===== config.mk =====
export PLATFORM = sky130hd
export DESIGN_NAME = rgb_to_yuv_format_packer_top
export DESIGN_NICKNAME = d
export VERILOG_FILES = /design/src/rtl/core/rtyfp_pkg.sv /design/src/rtl/core/rtyfp_position.sv /design/src/rtl/core/rtyfp_convert.sv /design/src/rtl/core/rtyfp_out_queue.sv /design/src/rtl/core/rgb_to_yuv_format_packer_top.sv
export VERILOG_INCLUDE_DIRS = /design/src /design/src/rtl/core
export SDC_FILE = /design/constraint.sdc
export NUM_CORES = 2
export LEC_CHECK = 0
export ABC_CLOCK_PERIOD_IN_PS = 16700
export BUFFER_PORTS_ARGS = -buffer_cell sky130_fd_sc_hd__buf_2
export CAP_MARGIN = 20
export CORE_ASPECT_RATIO = 0.5
export CORE_UTILIZATION = 70
export CTS_CLUSTER_DIAMETER = 100
export DETAILED_ROUTE_END_ITERATION = 8
export PLACE_DENSITY_LB_ADDON = 0.2
export SETUP_SLACK_MARGIN = 0.4
export SLEW_MARGIN = 40
export SYNTH_ARGS = -nofsm -noshare
export SYNTH_HDL_FRONTEND = slang
export SYNTH_HIERARCHICAL = 1
export SYNTH_SLANG_ARGS = --single-unit
export TNS_END_PERCENT = 5

===== constraint.sdc =====
create_clock -name i_clk -period 16.7 [get_ports i_clk]
set_clock_uncertainty 0.15 [all_clocks]
set_input_delay 0 -clock i_clk [delete_from_list [all_inputs] [get_ports i_clk]]
set_output_delay 0 -clock i_clk [all_outputs]
set_load 0.05 [all_outputs]

===== src/rtl/core/rgb_to_yuv_format_packer_top_macros.svh =====
// Assertion macros for the RGB to YUV format packer.
// Included by the top level; no other dependencies.
`ifndef RGB_TO_YUV_FORMAT_PACKER_TOP_MACROS_SVH
`define RGB_TO_YUV_FORMAT_PACKER_TOP_MACROS_SVH

`ifndef ASSERT_OFF

// Check that a condition holds at every clock edge outside reset
`define RTYFP_ASSERT(lbl, clk, rst_n, cond) \
    lbl: assert property (@(posedge clk) disable iff (!rst_n) (cond)) \
        else $error("rtyfp assertion failed");

// Check that a trigger implies a consequence in the same cycle
`define RTYFP_ASSERT_IMP(lbl, clk, rst_n, trig, cons) \
    lbl: assert property (@(posedge clk) disable iff (!rst_n) (trig) |-> (cons)) \
        else $error("rtyfp implication failed");

`else

`define RTYFP_ASSERT(lbl, clk, rst_n, cond)
`define RTYFP_ASSERT_IMP(lbl, clk, rst_n, trig, cons)

`endif

`endif


===== src/rtl/core/rtyfp_pkg.sv =====
// Shared types, constants and color math for the RGB to YUV format packer.
// Used by every module of the block; depends on nothing.
package rtyfp_pkg;

    // Frame geometry
    localparam int MAX_DIM  = 8192;
    localparam int CNT_W    = $clog2(MAX_DIM);
    localparam int DIM_W    = CNT_W + 1;
    localparam int DIMREG_W = 14;
    localparam int PITCH_W  = 16;

    // Result field widths
    localparam int ADDR_W  = 33;
    localparam int WORD_W  = 32;
    localparam int BCNT_W  = 3;
    localparam int TDATA_W = 104;
    localparam int SUM_W   = 26;

    // Intermediate widths
    localparam int ROWOFS_W = CNT_W + PITCH_W;
    localparam int COLOFS_W = CNT_W + 3;
    localparam int ROWS_W   = DIM_W + 1;
    localparam int TOT_W    = ROWS_W + PITCH_W;

    // Configuration port
    localparam int CFG_IDX_W  = 3;
    localparam int CFG_DATA_W = 32;

    localparam logic [CFG_IDX_W-1:0] REG_FORMAT = 3'd0;
    localparam logic [CFG_IDX_W-1:0] REG_WIDTH  = 3'd1;
    localparam logic [CFG_IDX_W-1:0] REG_HEIGHT = 3'd2;
    localparam logic [CFG_IDX_W-1:0] REG_PITCH  = 3'd3;
    localparam logic [CFG_IDX_W-1:0] REG_BASE0  = 3'd4;
    localparam logic [CFG_IDX_W-1:0] REG_BASE1  = 3'd5;

    // Output format codes
    localparam logic [3:0] FMT_NV12   = 4'd0;
    localparam logic [3:0] FMT_YUYV   = 4'd1;
    localparam logic [3:0] FMT_BGR    = 4'd2;
    localparam logic [3:0] FMT_YUV444 = 4'd3;
    localparam logic [3:0] FMT_GRAY   = 4'd4;
    localparam logic [3:0] FMT_ABGR   = 4'd6;

    // BT.601 full-range coefficients, 16-bit fraction
    localparam int C_Y_R    = 19595;
    localparam int C_Y_G    = 38470;
    localparam int C_Y_B    = 7471;
    localparam int C_HALF   = 32768;
    localparam int C_CB_R   = -11059;
    localparam int C_CB_G   = -21709;
    localparam int C_CR_G   = -27439;
    localparam int C_CR_B   = -5329;
    localparam int C_C_OFS  = 8388608;
    localparam logic [7:0] ALPHA_OPAQUE = 8'hff;

    typedef struct packed {
        logic [3:0]          fmt;
        logic [2:0]          bpp;
        logic [PITCH_W-1:0]  pitch;
        logic [WORD_W-1:0]   base0;
        logic [WORD_W-1:0]   base1;
        logic [DIM_W-1:0]    width;
        logic [DIM_W-1:0]    height;
    } t_cfg;

    typedef struct packed {
        logic [7:0]       red;
        logic [7:0]       green;
        logic [7:0]       blue;
        logic [CNT_W-1:0] col;
        logic [CNT_W-1:0] row;
        logic             last;
        logic             chroma;
    } t_pix1;

    typedef struct packed {
        logic [7:0]              red;
        logic [7:0]              green;
        logic [7:0]              blue;
        logic [CNT_W-1:0]        col;
        logic [ROWOFS_W-1:0]     rowofs;
        logic [COLOFS_W-1:0]     colofs;
        logic signed [SUM_W-1:0] ysum;
        logic signed [SUM_W-1:0] cbsum;
        logic signed [SUM_W-1:0] crsum;
        logic [WORD_W-1:0]       total;
        logic                    last;
        logic                    chroma;
    } t_pix2;

    typedef struct packed {
        logic [ADDR_W-1:0] address;
        logic [WORD_W-1:0] data_word;
        logic [BCNT_W-1:0] byte_count;
        logic              pixel_last;
        logic              frame_last;
        logic [WORD_W-1:0] total_bytes;
    } t_result;

    typedef struct packed {
        t_result    first;
        t_result    second;
        logic [1:0] n;
    } t_pair;

    // Bytes per pixel of a format, zero for an unknown code
    function automatic logic [2:0] fmt_bpp(logic [3:0] fmt);
        logic [2:0] bpp;
        unique case (fmt)
            FMT_NV12:   bpp = 3'd1;
            FMT_YUYV:   bpp = 3'd2;
            FMT_BGR:    bpp = 3'd3;
            FMT_YUV444: bpp = 3'd3;
            FMT_GRAY:   bpp = 3'd1;
            FMT_ABGR:   bpp = 3'd4;
            default:    bpp = 3'd0;
        endcase
        return bpp;
    endfunction

    // Zero counts as one, oversize saturates
    function automatic logic [DIM_W-1:0] eff_dim(logic [DIMREG_W-1:0] v);
        logic [DIM_W-1:0] d;
        if (v == '0) begin
            d = DIM_W'(1);
        end else if (v > DIMREG_W'(MAX_DIM)) begin
            d = DIM_W'(MAX_DIM);
        end else begin
            d = DIM_W'(v);
        end
        return d;
    endfunction

    function automatic logic signed [SUM_W-1:0] luma_sum(logic [7:0] r, logic [7:0] g,
                                                        logic [7:0] b);
        int s;
        s = C_Y_R * int'(r) + C_Y_G * int'(g) + C_Y_B * int'(b) + C_HALF;
        return SUM_W'(s);
    endfunction

    function automatic logic signed [SUM_W-1:0] cb_sum(logic [7:0] r, logic [7:0] g,
                                                      logic [7:0] b);
        int s;
        s = C_CB_R * int'(r) + C_CB_G * int'(g) + C_HALF * int'(b) + C_C_OFS;
        return SUM_W'(s);
    endfunction

    function automatic logic signed [SUM_W-1:0] cr_sum(logic [7:0] r, logic [7:0] g,
                                                      logic [7:0] b);
        int s;
        s = C_HALF * int'(r) + C_CR_G * int'(g) + C_CR_B * int'(b) + C_C_OFS;
        return SUM_W'(s);
    endfunction

    // Drop the fraction and clamp to a byte
    function automatic logic [7:0] sat_u8(logic signed [SUM_W-1:0] s);
        logic [SUM_W-17:0] q;
        logic [7:0]        v;
        q = s[SUM_W-1:16];
        if (s < 0) begin
            v = 8'd0;
        end else if (q > (SUM_W-16)'(255)) begin
            v = 8'd255;
        end else begin
            v = q[7:0];
        end
        return v;
    endfunction

endpackage


===== src/rtl/core/rtyfp_position.sv =====
// Input stage: tracks the raster position and registers each accepted pixel.
// Depends on rtyfp_pkg.
module rtyfp_position
    import rtyfp_pkg::*;
(
    input  logic       i_clk,
    input  logic       i_rst_n,
    input  t_cfg       i_cfg,
    input  logic       i_valid,
    output logic       o_ready,
    input  logic [7:0] i_red,
    input  logic [7:0] i_green,
    input  logic [7:0] i_blue,
    output logic       o_valid,
    input  logic       i_ready,
    output t_pix1      o_pix
);

    logic [CNT_W-1:0] r_col, r_row, n_col, n_row;
    logic [CNT_W-1:0] cur_col, cur_row;
    logic [DIM_W-1:0] col_inc, row_inc;
    logic             accept;
    logic             r_valid;
    t_pix1            r_pix, n_pix;

    assign o_ready = !r_valid || i_ready;
    assign accept  = i_valid && o_ready;

    // Wrap a position left beyond a shrunken frame, then find the next one
    always_comb begin
        cur_col = ({1'b0, r_col} >= i_cfg.width)  ? '0 : r_col;
        cur_row = ({1'b0, r_row} >= i_cfg.height) ? '0 : r_row;
        col_inc = {1'b0, cur_col} + DIM_W'(1);
        row_inc = {1'b0, cur_row} + DIM_W'(1);

        n_pix.red    = i_red;
        n_pix.green  = i_green;
        n_pix.blue   = i_blue;
        n_pix.col    = cur_col;
        n_pix.row    = cur_row;
        n_pix.last   = (col_inc == i_cfg.width) && (row_inc == i_cfg.height);
        n_pix.chroma = (i_cfg.fmt == FMT_NV12) && !cur_row[0] && !cur_col[0] &&
                       (row_inc < i_cfg.height) && (col_inc < i_cfg.width);

        priority if (n_pix.last) begin
            n_col = '0;
            n_row = '0;
        end else if (col_inc >= i_cfg.width) begin
            n_col = '0;
            n_row = row_inc[CNT_W-1:0];
        end else begin
            n_col = col_inc[CNT_W-1:0];
            n_row = cur_row;
        end
    end

    // Advance the position and stage valid
    always_ff @(posedge i_clk) begin
        if (!i_rst_n) begin
            r_col   <= '0;
            r_row   <= '0;
            r_valid <= 1'b0;
        end else begin
            if (accept) begin
                r_col <= n_col;
                r_row <= n_row;
            end
            if (o_ready) begin
                r_valid <= i_valid;
            end
        end
    end

    // Hold the pixel
    always_ff @(posedge i_clk) begin
        if (accept) begin
            r_pix <= n_pix;
        end
    end

    assign o_valid = r_valid;
    assign o_pix   = r_pix;

endmodule


===== src/rtl/core/rtyfp_convert.sv =====
// Math stage: color sums and address offsets, then clamp, pack and add bases.
// Depends on rtyfp_pkg.
module rtyfp_convert
    import rtyfp_pkg::*;
(
    input  logic  i_clk,
    input  logic  i_rst_n,
    input  t_cfg  i_cfg,
    input  logic  i_valid,
    output logic  o_ready,
    input  t_pix1 i_pix,
    output logic  o_valid,
    input  logic  i_ready,
    output t_pair o_pair
);

    logic              r_valid;
    t_pix2             r_pix2, n_pix2;
    logic [ROWS_W-1:0] rows;
    logic [7:0]        y, cb, cr;
    logic [WORD_W-1:0] data0;

    assign o_ready = !r_valid || i_ready;

    // Products: row offset, column offset, frame size and color sums
    always_comb begin
        rows = (i_cfg.fmt == FMT_NV12) ?
               ROWS_W'(i_cfg.height) + ROWS_W'(i_cfg.height >> 1) :
               ROWS_W'(i_cfg.height);

        n_pix2.red    = i_pix.red;
        n_pix2.green  = i_pix.green;
        n_pix2.blue   = i_pix.blue;
        n_pix2.col    = i_pix.col;
        n_pix2.rowofs = ROWOFS_W'(i_pix.row) * ROWOFS_W'(i_cfg.pitch);
        n_pix2.colofs = COLOFS_W'(i_pix.col) * COLOFS_W'(i_cfg.bpp);
        n_pix2.ysum   = luma_sum(i_pix.red, i_pix.green, i_pix.blue);
        n_pix2.cbsum  = cb_sum(i_pix.red, i_pix.green, i_pix.blue);
        n_pix2.crsum  = cr_sum(i_pix.red, i_pix.green, i_pix.blue);
        n_pix2.total  = WORD_W'(TOT_W'(rows) * TOT_W'(i_cfg.pitch));
        n_pix2.last   = i_pix.last;
        n_pix2.chroma = i_pix.chroma;
    end

    always_ff @(posedge i_clk) begin
        if (!i_rst_n) begin
            r_valid <= 1'b0;
        end else if (o_ready) begin
            r_valid <= i_valid;
        end
    end

    always_ff @(posedge i_clk) begin
        if (i_valid && o_ready) begin
            r_pix2 <= n_pix2;
        end
    end

    // Clamp and pack the bytes of the main result
    always_comb begin
        y  = sat_u8(r_pix2.ysum);
        cb = sat_u8(r_pix2.cbsum);
        cr = sat_u8(r_pix2.crsum);
        unique case (i_cfg.fmt)
            FMT_YUYV:   data0 = {16'd0, (r_pix2.col[0] ? cr : cb), y};
            FMT_BGR:    data0 = {8'd0, r_pix2.red, r_pix2.green, r_pix2.blue};
            FMT_YUV444: data0 = {8'd0, cr, cb, y};
            FMT_ABGR:   data0 = {r_pix2.red, r_pix2.green, r_pix2.blue, ALPHA_OPAQUE};
            default:    data0 = {24'd0, y};
        endcase
    end

    // Build the result pair
    always_comb begin
        o_pair.first.address     = ADDR_W'(i_cfg.base0) + ADDR_W'(r_pix2.rowofs) +
                                   ADDR_W'(r_pix2.colofs);
        o_pair.first.data_word   = data0;
        o_pair.first.byte_count  = i_cfg.bpp;
        o_pair.first.pixel_last  = !r_pix2.chroma;
        o_pair.first.frame_last  = r_pix2.last && !r_pix2.chroma;
        o_pair.first.total_bytes = (r_pix2.last && !r_pix2.chroma) ? r_pix2.total : '0;

        // Chroma row offset is half the luma one, the row being even
        o_pair.second.address     = ADDR_W'(i_cfg.base1) + ADDR_W'(r_pix2.rowofs >> 1) +
                                    ADDR_W'(r_pix2.col);
        o_pair.second.data_word   = {16'd0, cr, cb};
        o_pair.second.byte_count  = BCNT_W'(2);
        o_pair.second.pixel_last  = 1'b1;
        o_pair.second.frame_last  = r_pix2.last;
        o_pair.second.total_bytes = r_pix2.last ? r_pix2.total : '0;

        if (i_cfg.bpp == 3'd0) begin
            o_pair.n = 2'd0;
        end else if (r_pix2.chroma) begin
            o_pair.n = 2'd2;
        end else begin
            o_pair.n = 2'd1;
        end
    end

    assign o_valid = r_valid;

endmodule


===== src/rtl/core/rtyfp_out_queue.sv =====
// Result buffer for up to two results of one pixel, followed by the output register.
// Depends on rtyfp_pkg.
module rtyfp_out_queue
    import rtyfp_pkg::*;
(
    input  logic    i_clk,
    input  logic    i_rst_n,
    input  logic    i_valid,
    output logic    o_ready,
    input  t_pair   i_pair,
    output logic    o_valid,
    input  logic    i_ready,
    output t_result o_res
);

    logic [1:0] r_cnt;
    logic       r_out_valid;
    t_result    r_first, r_second, r_out;
    logic       load, take;

    // Move one result into the output register whenever it frees up
    assign load    = (r_cnt != 2'd0) && (!r_out_valid || i_ready);
    assign o_ready = (r_cnt == 2'd0) || ((r_cnt == 2'd1) && load);
    assign take    = i_valid && o_ready;

    always_ff @(posedge i_clk) begin
        if (!i_rst_n) begin
            r_cnt       <= 2'd0;
            r_out_valid <= 1'b0;
        end else begin
            if (take) begin
                r_cnt <= i_pair.n;
            end else if (load) begin
                r_cnt <= r_cnt - 2'd1;
            end
            if (load) begin
                r_out_valid <= 1'b1;
            end else if (i_ready) begin
                r_out_valid <= 1'b0;
            end
        end
    end

    // Shift the second result forward as the first one leaves
    always_ff @(posedge i_clk) begin
        if (take) begin
            r_first  <= i_pair.first;
            r_second <= i_pair.second;
        end else if (load) begin
            r_first <= r_second;
        end
        if (load) begin
            r_out <= r_first;
        end
    end

    assign o_valid = r_out_valid;
    assign o_res   = r_out;

endmodule


===== src/rtl/core/rgb_to_yuv_format_packer_top.sv =====
// Top level of the RGB to YUV format packer: configuration registers and stages.
// Depends on rtyfp_pkg, rtyfp_position, rtyfp_convert, rtyfp_out_queue and the macros.
//
// Usage:
//   Pixels enter in raster order on the s_axis channel, one RGB item per beat.
//   Each pixel yields one write item on m_axis (address, data bytes, byte count),
//   and an NV12 pixel on an even row and even column, neither the last, yields a
//   second item that carries its Cb,Cr pair for the chroma plane. An unknown
//   format yields none. tuser marks the last item of a pixel, tlast the last item
//   of the frame, which also carries the frame size in bytes.
//   A result passes the input register, the math register, the result buffer
//   and the output register on its way to m_axis. Throughput: one pixel per cycle
//   while m_axis does not stall; a pixel with a chroma pair holds the two-entry
//   result buffer until both items have left it. A stalled receiver holds the
//   output register; buffer, math and input stages then fill; s_axis_tready drops.
//   Reset clears the raster position, all stage valids and the registers to
//   NV12, a 1x1 frame, packed pitch and zero bases.
//   Write registers through i_cfg_we only while no pixel is in flight.
`include "rgb_to_yuv_format_packer_top_macros.svh"

module rgb_to_yuv_format_packer_top
    import rtyfp_pkg::*;
(
    input  logic                  i_clk,
    input  logic                  i_rst_n,
    // configuration write port
    input  logic                  i_cfg_we,
    input  logic [CFG_IDX_W-1:0]  i_cfg_index,
    input  logic [CFG_DATA_W-1:0] i_cfg_wdata,
    // pixel input
    input  logic                  s_axis_tvalid,
    output logic                  s_axis_tready,
    input  logic [23:0]           s_axis_tdata,   // red[7:0], green[15:8], blue[23:16]
    // write item output
    output logic                  m_axis_tvalid,
    input  logic                  m_axis_tready,
    // address[32:0], data_word[64:33], byte_count[67:65], total_bytes[99:68], zeros
    output logic [TDATA_W-1:0]    m_axis_tdata,
    output logic                  m_axis_tlast,   // frame_last
    output logic                  m_axis_tuser    // pixel_last
);

    logic [3:0]          r_fmt;
    logic [DIMREG_W-1:0] r_width, r_height;
    logic [PITCH_W-1:0]  r_pitch;
    logic [WORD_W-1:0]   r_base0, r_base1;
    t_cfg                cfg;

    logic    pos_valid, pos_ready, cvt_valid, cvt_ready;
    t_pix1   pos_pix;
    t_pair   cvt_pair;
    t_result res;

    // Register writes
    always_ff @(posedge i_clk) begin
        if (!i_rst_n) begin
            r_fmt    <= FMT_NV12;
            r_width  <= DIMREG_W'(1);
            r_height <= DIMREG_W'(1);
            r_pitch  <= '0;
            r_base0  <= '0;
            r_base1  <= '0;
        end else if (i_cfg_we) begin
            unique case (i_cfg_index)
                REG_FORMAT: r_fmt    <= i_cfg_wdata[3:0];
                REG_WIDTH:  r_width  <= i_cfg_wdata[DIMREG_W-1:0];
                REG_HEIGHT: r_height <= i_cfg_wdata[DIMREG_W-1:0];
                REG_PITCH:  r_pitch  <= i_cfg_wdata[PITCH_W-1:0];
                REG_BASE0:  r_base0  <= i_cfg_wdata;
                REG_BASE1:  r_base1  <= i_cfg_wdata;
                default:    ;
            endcase
        end
    end

    // Effective geometry; zero pitch means a packed line
    always_comb begin
        cfg.fmt    = r_fmt;
        cfg.bpp    = fmt_bpp(r_fmt);
        cfg.width  = eff_dim(r_width);
        cfg.height = eff_dim(r_height);
        cfg.base0  = r_base0;
        cfg.base1  = r_base1;
        cfg.pitch  = (r_pitch != '0) ? r_pitch :
                     PITCH_W'((DIM_W + 3)'(cfg.width) * (DIM_W + 3)'(cfg.bpp));
    end

    rtyfp_position u_position (
        .i_clk   (i_clk),
        .i_rst_n (i_rst_n),
        .i_cfg   (cfg),
        .i_valid (s_axis_tvalid),
        .o_ready (s_axis_tready),
        .i_red   (s_axis_tdata[7:0]),
        .i_green (s_axis_tdata[15:8]),
        .i_blue  (s_axis_tdata[23:16]),
        .o_valid (pos_valid),
        .i_ready (pos_ready),
        .o_pix   (pos_pix)
    );

    rtyfp_convert u_convert (
        .i_clk   (i_clk),
        .i_rst_n (i_rst_n),
        .i_cfg   (cfg),
        .i_valid (pos_valid),
        .o_ready (pos_ready),
        .i_pix   (pos_pix),
        .o_valid (cvt_valid),
        .i_ready (cvt_ready),
        .o_pair  (cvt_pair)
    );

    rtyfp_out_queue u_out_queue (
        .i_clk   (i_clk),
        .i_rst_n (i_rst_n),
        .i_valid (cvt_valid),
        .o_ready (cvt_ready),
        .i_pair  (cvt_pair),
        .o_valid (m_axis_tvalid),
        .i_ready (m_axis_tready),
        .o_res   (res)
    );

    // Pack the result item
    assign m_axis_tdata = {4'd0, res.total_bytes, res.byte_count, res.data_word,
                           res.address};
    assign m_axis_tlast = res.frame_last;
    assign m_axis_tuser = res.pixel_last;

    // The frame's last item is always the last item of its pixel
    `RTYFP_ASSERT_IMP(a_frame_last_ends_pixel, i_clk, i_rst_n,
        m_axis_tvalid && m_axis_tlast, m_axis_tuser)
    // Frame size travels only with the frame's last item
    `RTYFP_ASSERT_IMP(a_total_only_at_end, i_clk, i_rst_n,
        m_axis_tvalid && !m_axis_tlast, m_axis_tdata[99:68] == 32'd0)
    // Every item carries one to four bytes
    `RTYFP_ASSERT_IMP(a_byte_count_range, i_clk, i_rst_n,
        m_axis_tvalid, (m_axis_tdata[67:65] != 3'd0) && (m_axis_tdata[67:65] <= 3'd4))

endmodule

* Word level (Yosys, flattened, before mapping) *
Cells that the tools add are included.

word-level totals
  register bits = 673
  word-level logic and storage cells = 170

cells by class
  add/subtract/negate cells = 17
  multipliers = 11
  magnitude comparators = 13
  eq/ne operators = 13
  mux-type cells = 30
  reductions and logical operators = 39

operator list
  operator                count
  $mux 102                2
  $pmux 32 s4             1
  $add 26x26->26          4
  $lt 26x1->1 const B     3
  $mux 13                 6
  $mux 14                 4
  $mux 8                  7
  $add 26x25->26 const B  2
  $mul 16x9->25 const A   2
  $mul 15x8->23 const A   2
  $add 32x28->33          1
  $add 32x29->33          1
  $add 33x13->33          1
  $add 33x16->33          1
  $mul 15x16->31          1
  $mux 31                 1
  $gt 10x8->1 const B     3
  $mul 13x16->29          1
  $add 13x1->14 const B   2
  $eq 14x14->1            2
  $ge 13x14->1            2
  $gt 14x14->1 const B    2
  $logic_not 14->1        2
  $lt 14x14->1            2
  33 further kinds        68

* Depth between registers and ports, before layout *
  depth in word-level cells = 10
  depth in mapped cells = 39
  depth with buffers taken out = 36

* Hierarchy *
The synthesis kept the hierarchy.

modules (own cells, without submodules)
  module                        instances  cells each  area each (um^2)
  rtyfp_convert                 1          4340        41906.4
  rtyfp_out_queue               1          442         10646.5
  rgb_to_yuv_format_packer_top  1          736         5803.1
  rtyfp_position                1          446         4728.3

* Worst setup path before layout *
No wires, ideal clock.

  kind = register to register
  start = register r_fmt[0]
  end = register u_convert/r_pix2[32] (netlist bit), data pin
  data arrival time = 8.818 ns
  required time = 16.290 ns
  path slack = 7.473 ns
  cell stages (with the launch flop) = 37
  buffers on the path = 3
  period minus slack after synthesis = 9.227 ns
  cells stage by stage = dfxtp_1 nor2b_1 a211oi_1 nor2b_1 buf_2 nand2_1 fa_1 inv_1 fa_1 a21o_1 a221oi_2 o21bai_1 xor2_1 a21o_1 clkbuf_1 clkbuf_1 and2_1 fa_1 inv_1 fa_1 inv_1 fa_1 fa_1 fa_1 inv_1 fa_1 inv_1 ha_1 a21oi_1 o21ai_0 a31oi_1 a21oi_1 o221ai_1 a21oi_1 a211o_1 a21oi_1 xnor2_1

RTL lines
  element                 RTL line                            RTL
  from (decl)             rgb_to_yuv_format_packer_top.sv:43  logic [3:0] r_fmt;
  from (signal assigned)  rgb_to_yuv_format_packer_top.sv:65  REG_FORMAT: r_fmt <= i_cfg_wdata[3:0];
  to (signal assigned)    rtyfp_convert.sv:55                 r_pix2 <= n_pix2;
  to (decl)               rtyfp_convert.sv:18                 t_pix2 r_pix2, n_pix2;

==> metrics.md <==
| Metric | Value |
|---|---|
| Clock sinks | 645 |
| Worst r2r src | r_fmt[2] |
| Setup-failing EPs final | 0 |
| Synth top area share | approximately 25% |
| TritonCTS Buffers | slightly below 60 |
| Ys flop type | edfxtp_1 |
| Postcts setup bufs | 0 |
| Number of instances in the placed design | around 7,200 |
| Clock Tree Buf Depth | 3 |
| Yosys cell types | approximately 110 |
| Synth top area cells | fa_1 (25%), edfxtp_1 (24%), ha_1 (14%), inv_1 (6.3%), dfxtp_1 (4.5%) |
| Port Buffers | ~170 |
| Combinational share of power | between 60 and 70% |
| Hold Path Class | in2reg |
| Synthesis-to-layout area growth | 8.08% |
| Part of the cycle the worst path needs | about two thirds |
| GRT Total Usage | a little over a third |
| Hold Fails Final Rpt | 0 |
| Via density per instance | roughly 6 |
| Final setup TNS | 0 ns |
| Worst hold path depth | 4 |
| Vias in the first global route | 46,900 |
| Fmax | ~0.092 GHz |
| Worst skew pair latency | about 0.67 ns |
| Routed wire per std cell | 21.4 µm |
| Non-filler cells, final | approximately 7,400 |
| Initial antenna violation count | 5 |
| Sequential-to-total area share from yosys stat | between 20 and 30% |
| ANT nets after route | 0 |
| Critical path fanouts, max | 38 |
| Mapped cell area | 63,100 µm² |
| Post-synthesis cell count | around 6,000 |
| Min-delay src | i_cfg_wdata[29] |
| Synth area leader | fa_1 |
| Worst reg-to-reg setup slack | roughly 5.9 ns |
| Grt peak-use layer | met2 |
| Sequential Area | 17,900 µm² |
| Worst hold endpoint | r_base0[29] |
| Worst EP required | between 15 and 20 ns |
| LEAKAGE | around 0.032 µW |
| Multi-input gate area | about 40,000 µm² |
| Measured slew at the worst slew-check pin | roughly 0.88 ns |
| Fill count | roughly 6,000 |
| Final worst setup slack | between 5 and 6 ns |
| Clk root buf | clkbuf_16 |
| FFs w/ async S/R, synth | 0% |
| HPWL Detailed | 122,000 µm |
| H-tree levels | 2 |
| Reg2Reg Depth | 33 |
| Share of cells above drive strength 1 | about 8% |
| RSZ-0062 raised after global routing | no |
| Final wirelength | 159,000 µm |
| DRC | 0 |
| First-pass GRT wire length | roughly 250,000 µm |
| Die W | ~430 µm |
| Clk slew on worst S/H paths | about 0.06 ns |
| Setup WS pre-CTS | 5.95 ns |
| Post-synth top cells | inv_1 (1,062), fa_1 (780), ha_1 (724) |
| CP most frequent cell | fa_1 |
| Status | completed |
| Worst IR Drop VDD | roughly 1100 µV |
| Synth Register Bits | roughly 650 |
| Crit Path Category | reg2reg |
| Crit start category | flip-flop |
| Sequential power share | between 20% and 30% |
| Internal | about 6300 µW |
| Vias | approximately 44,000 |
| Slowest cell on crit path | nor2b_1 |
| Post-synth EDFFs | 502 |
| Sw Share | 47.0% |
| Layout Utilization | around 77% |
| Reg-to-Reg End | u_convert/r_pix2[32] |
| Clock Power Share | between 10 and 15% |
| Max incr delay on CP | slightly above 0.7 ns |
| Number of nets in the layout | a little under 8,000 |
| Initial Utilization | roughly 71% |
| 1st-iter DRT viols | between 3,000 and 4,000 |
| YS warnings | 6 |
| Slew Viols, Final | 0 |
| Slew Limit Headroom | between 40% and 50% |
| CTS tree | done |
| Pre-antenna DRT Iters | 7 |
| Number of max-cap violations | 0 |
| Core Area | 88,800 µm² |
| Cell Pwr Density | between 150 and 200 nW/µm² |
| Data arrival time of the critical path | around 11 ns |
| Worst setup EP type | flip-flop |
| Fin crit period | 10.84 ns |
| Global Route met2 Usage | 60.0% |
| Top-count cell post-synth | inv_1 |
| P_sw | 5610 µW |
| I/O pin count | roughly 170 |
| Met1 Use GR | 45.6% |
| Die Height | 214 µm |
| Routing usage on met3 | between 5 and 6% |
| Placement Rows | 77 |
| Mean post-synth cell area | between 10 and 15 µm² |
| Largest net degree at the start of global routing | between 100 and 150 |
| GPL Wtd Cong | about 0.97 |
| GRT overflow | 0 |
| Die area | 91,400 µm² |
-- layer usage --
layer | share of wire (%) | routed length, µm
met4 | 5.3 | 8470
met2 | 48 | 76900
met1 | 39 | 62300
met5 | 0.0082 | 13
met3 | 7.0 | 11100
-- cell type report --
class,instances,share of cell area (%)
Timing Repair Buffer,351,3.72
Sequential cell,645,26.3
Antenna cell,4,0.0147
Multi-Input combinational cell,4079,59.2
Tap cell,1185,2.17
Clock buffer,75,2.27
Inverter,1062,5.85
Clock inverter,37,0.468
-- stage by stage --
step           area, µm²  hold slack [ns]  power [µW]
2_1_floorplan      63200          -0.0511        8360
3_3_place_gp       65100           0.0281       10100
3_5_place_dp       65100           0.0281       10400
4_1_cts            68100         0.000609       11900
5_1_grt            68200           0.0317       12900
6_report           68200           0.0154       12000
-- cell families after synthesis --
group                      after synthesis  share of synthesized area, %
other                                    3                        0.0178
xor gates and xnor gates               208                          2.89
adders and majority gates             1504                          39.1
and+or+nand+nor                       1513                          11.7
buffers and inverters                 1263                          7.84
DFF                                    645                          28.4
AOI/OAI and AO/OA                      700                          7.73
muxes                                  128                          2.24
-- worst max-delay path: cells and delay by family (launching register included) --
family,cells,cell delay [ns]
compound gates,11,2.85
simple gates,5,1.88
fa+ha+maj,9,4.40
flops,1,0.33
buf+inv,6,0.68
xor+xnor,2,0.26
-- how the worst max path moves through the flow --
stage | startpoint | end | slack (ns)
3_5_place_dp | r_fmt[2] | u_convert/r_pix2[32] | 5.95
2_1_floorplan | r_fmt[0] | u_convert/r_pix2[32] | 7.47
4_1_cts | r_fmt[2] | u_convert/r_pix2[32] | 5.92
5_1_grt | r_fmt[2] | u_convert/r_pix2[32] | 5.29
3_3_place_gp | r_fmt[2] | u_convert/r_pix2[32] | 6.01
6_report | r_fmt[2] | u_convert/r_pix2[32] | 5.86
-- cells in the final DEF, fill, tap and decap left out, drive strengths merged, types with 35 or more instances in the layout --
cell / n
nand2: 627
xnor2: 140
nand2b: 53
nand3: 71
mux2: 103
a21boi: 116
inv: 1066
a21o: 80
clkbuf: 75
and3: 42
and2: 273
nor3: 67
edfxtp: 502
o21a: 35
fa: 780
a21oi: 160
buf: 238
dlygate4sd3: 113
ha: 724
dfxtp: 143
xor2: 68
nor2: 174
nor2b: 106
o21ai: 110
-- power groups by stage --
stage / clock network, µW / registers, µW / logic (µW)
2_1_floorplan: 0 / 3160 / 5210
3_3_place_gp: 0 / 2700 / 7420
3_5_place_dp: 0 / 2720 / 7730
4_1_cts: 1350 / 2690 / 7820
5_1_grt: 1410 / 2720 / 8740
6_report: 1340 / 2690 / 7920
-- sequential cells by signal (all words and copies together), names as in the netlist, 14 cells and up --
name and flops:
u_convert/r_pix2 143, r_height 14, u_position/o_pix 52, u_out_queue/o_res 102, u_out_queue/r_second 102, r_base0 32
r_width 14, r_base1 32, r_pitch 16, u_out_queue/r_first 102
-- timing repair --
| action | in CTS | in global routing |
|---|---|---|
| endpoints found under the hold margin | 158 | 0 |
| hold buffers | 113 | 0 |
| resized for setup | 0 | 0 |
No activity file was read; power rests on OpenSTA's default activity.
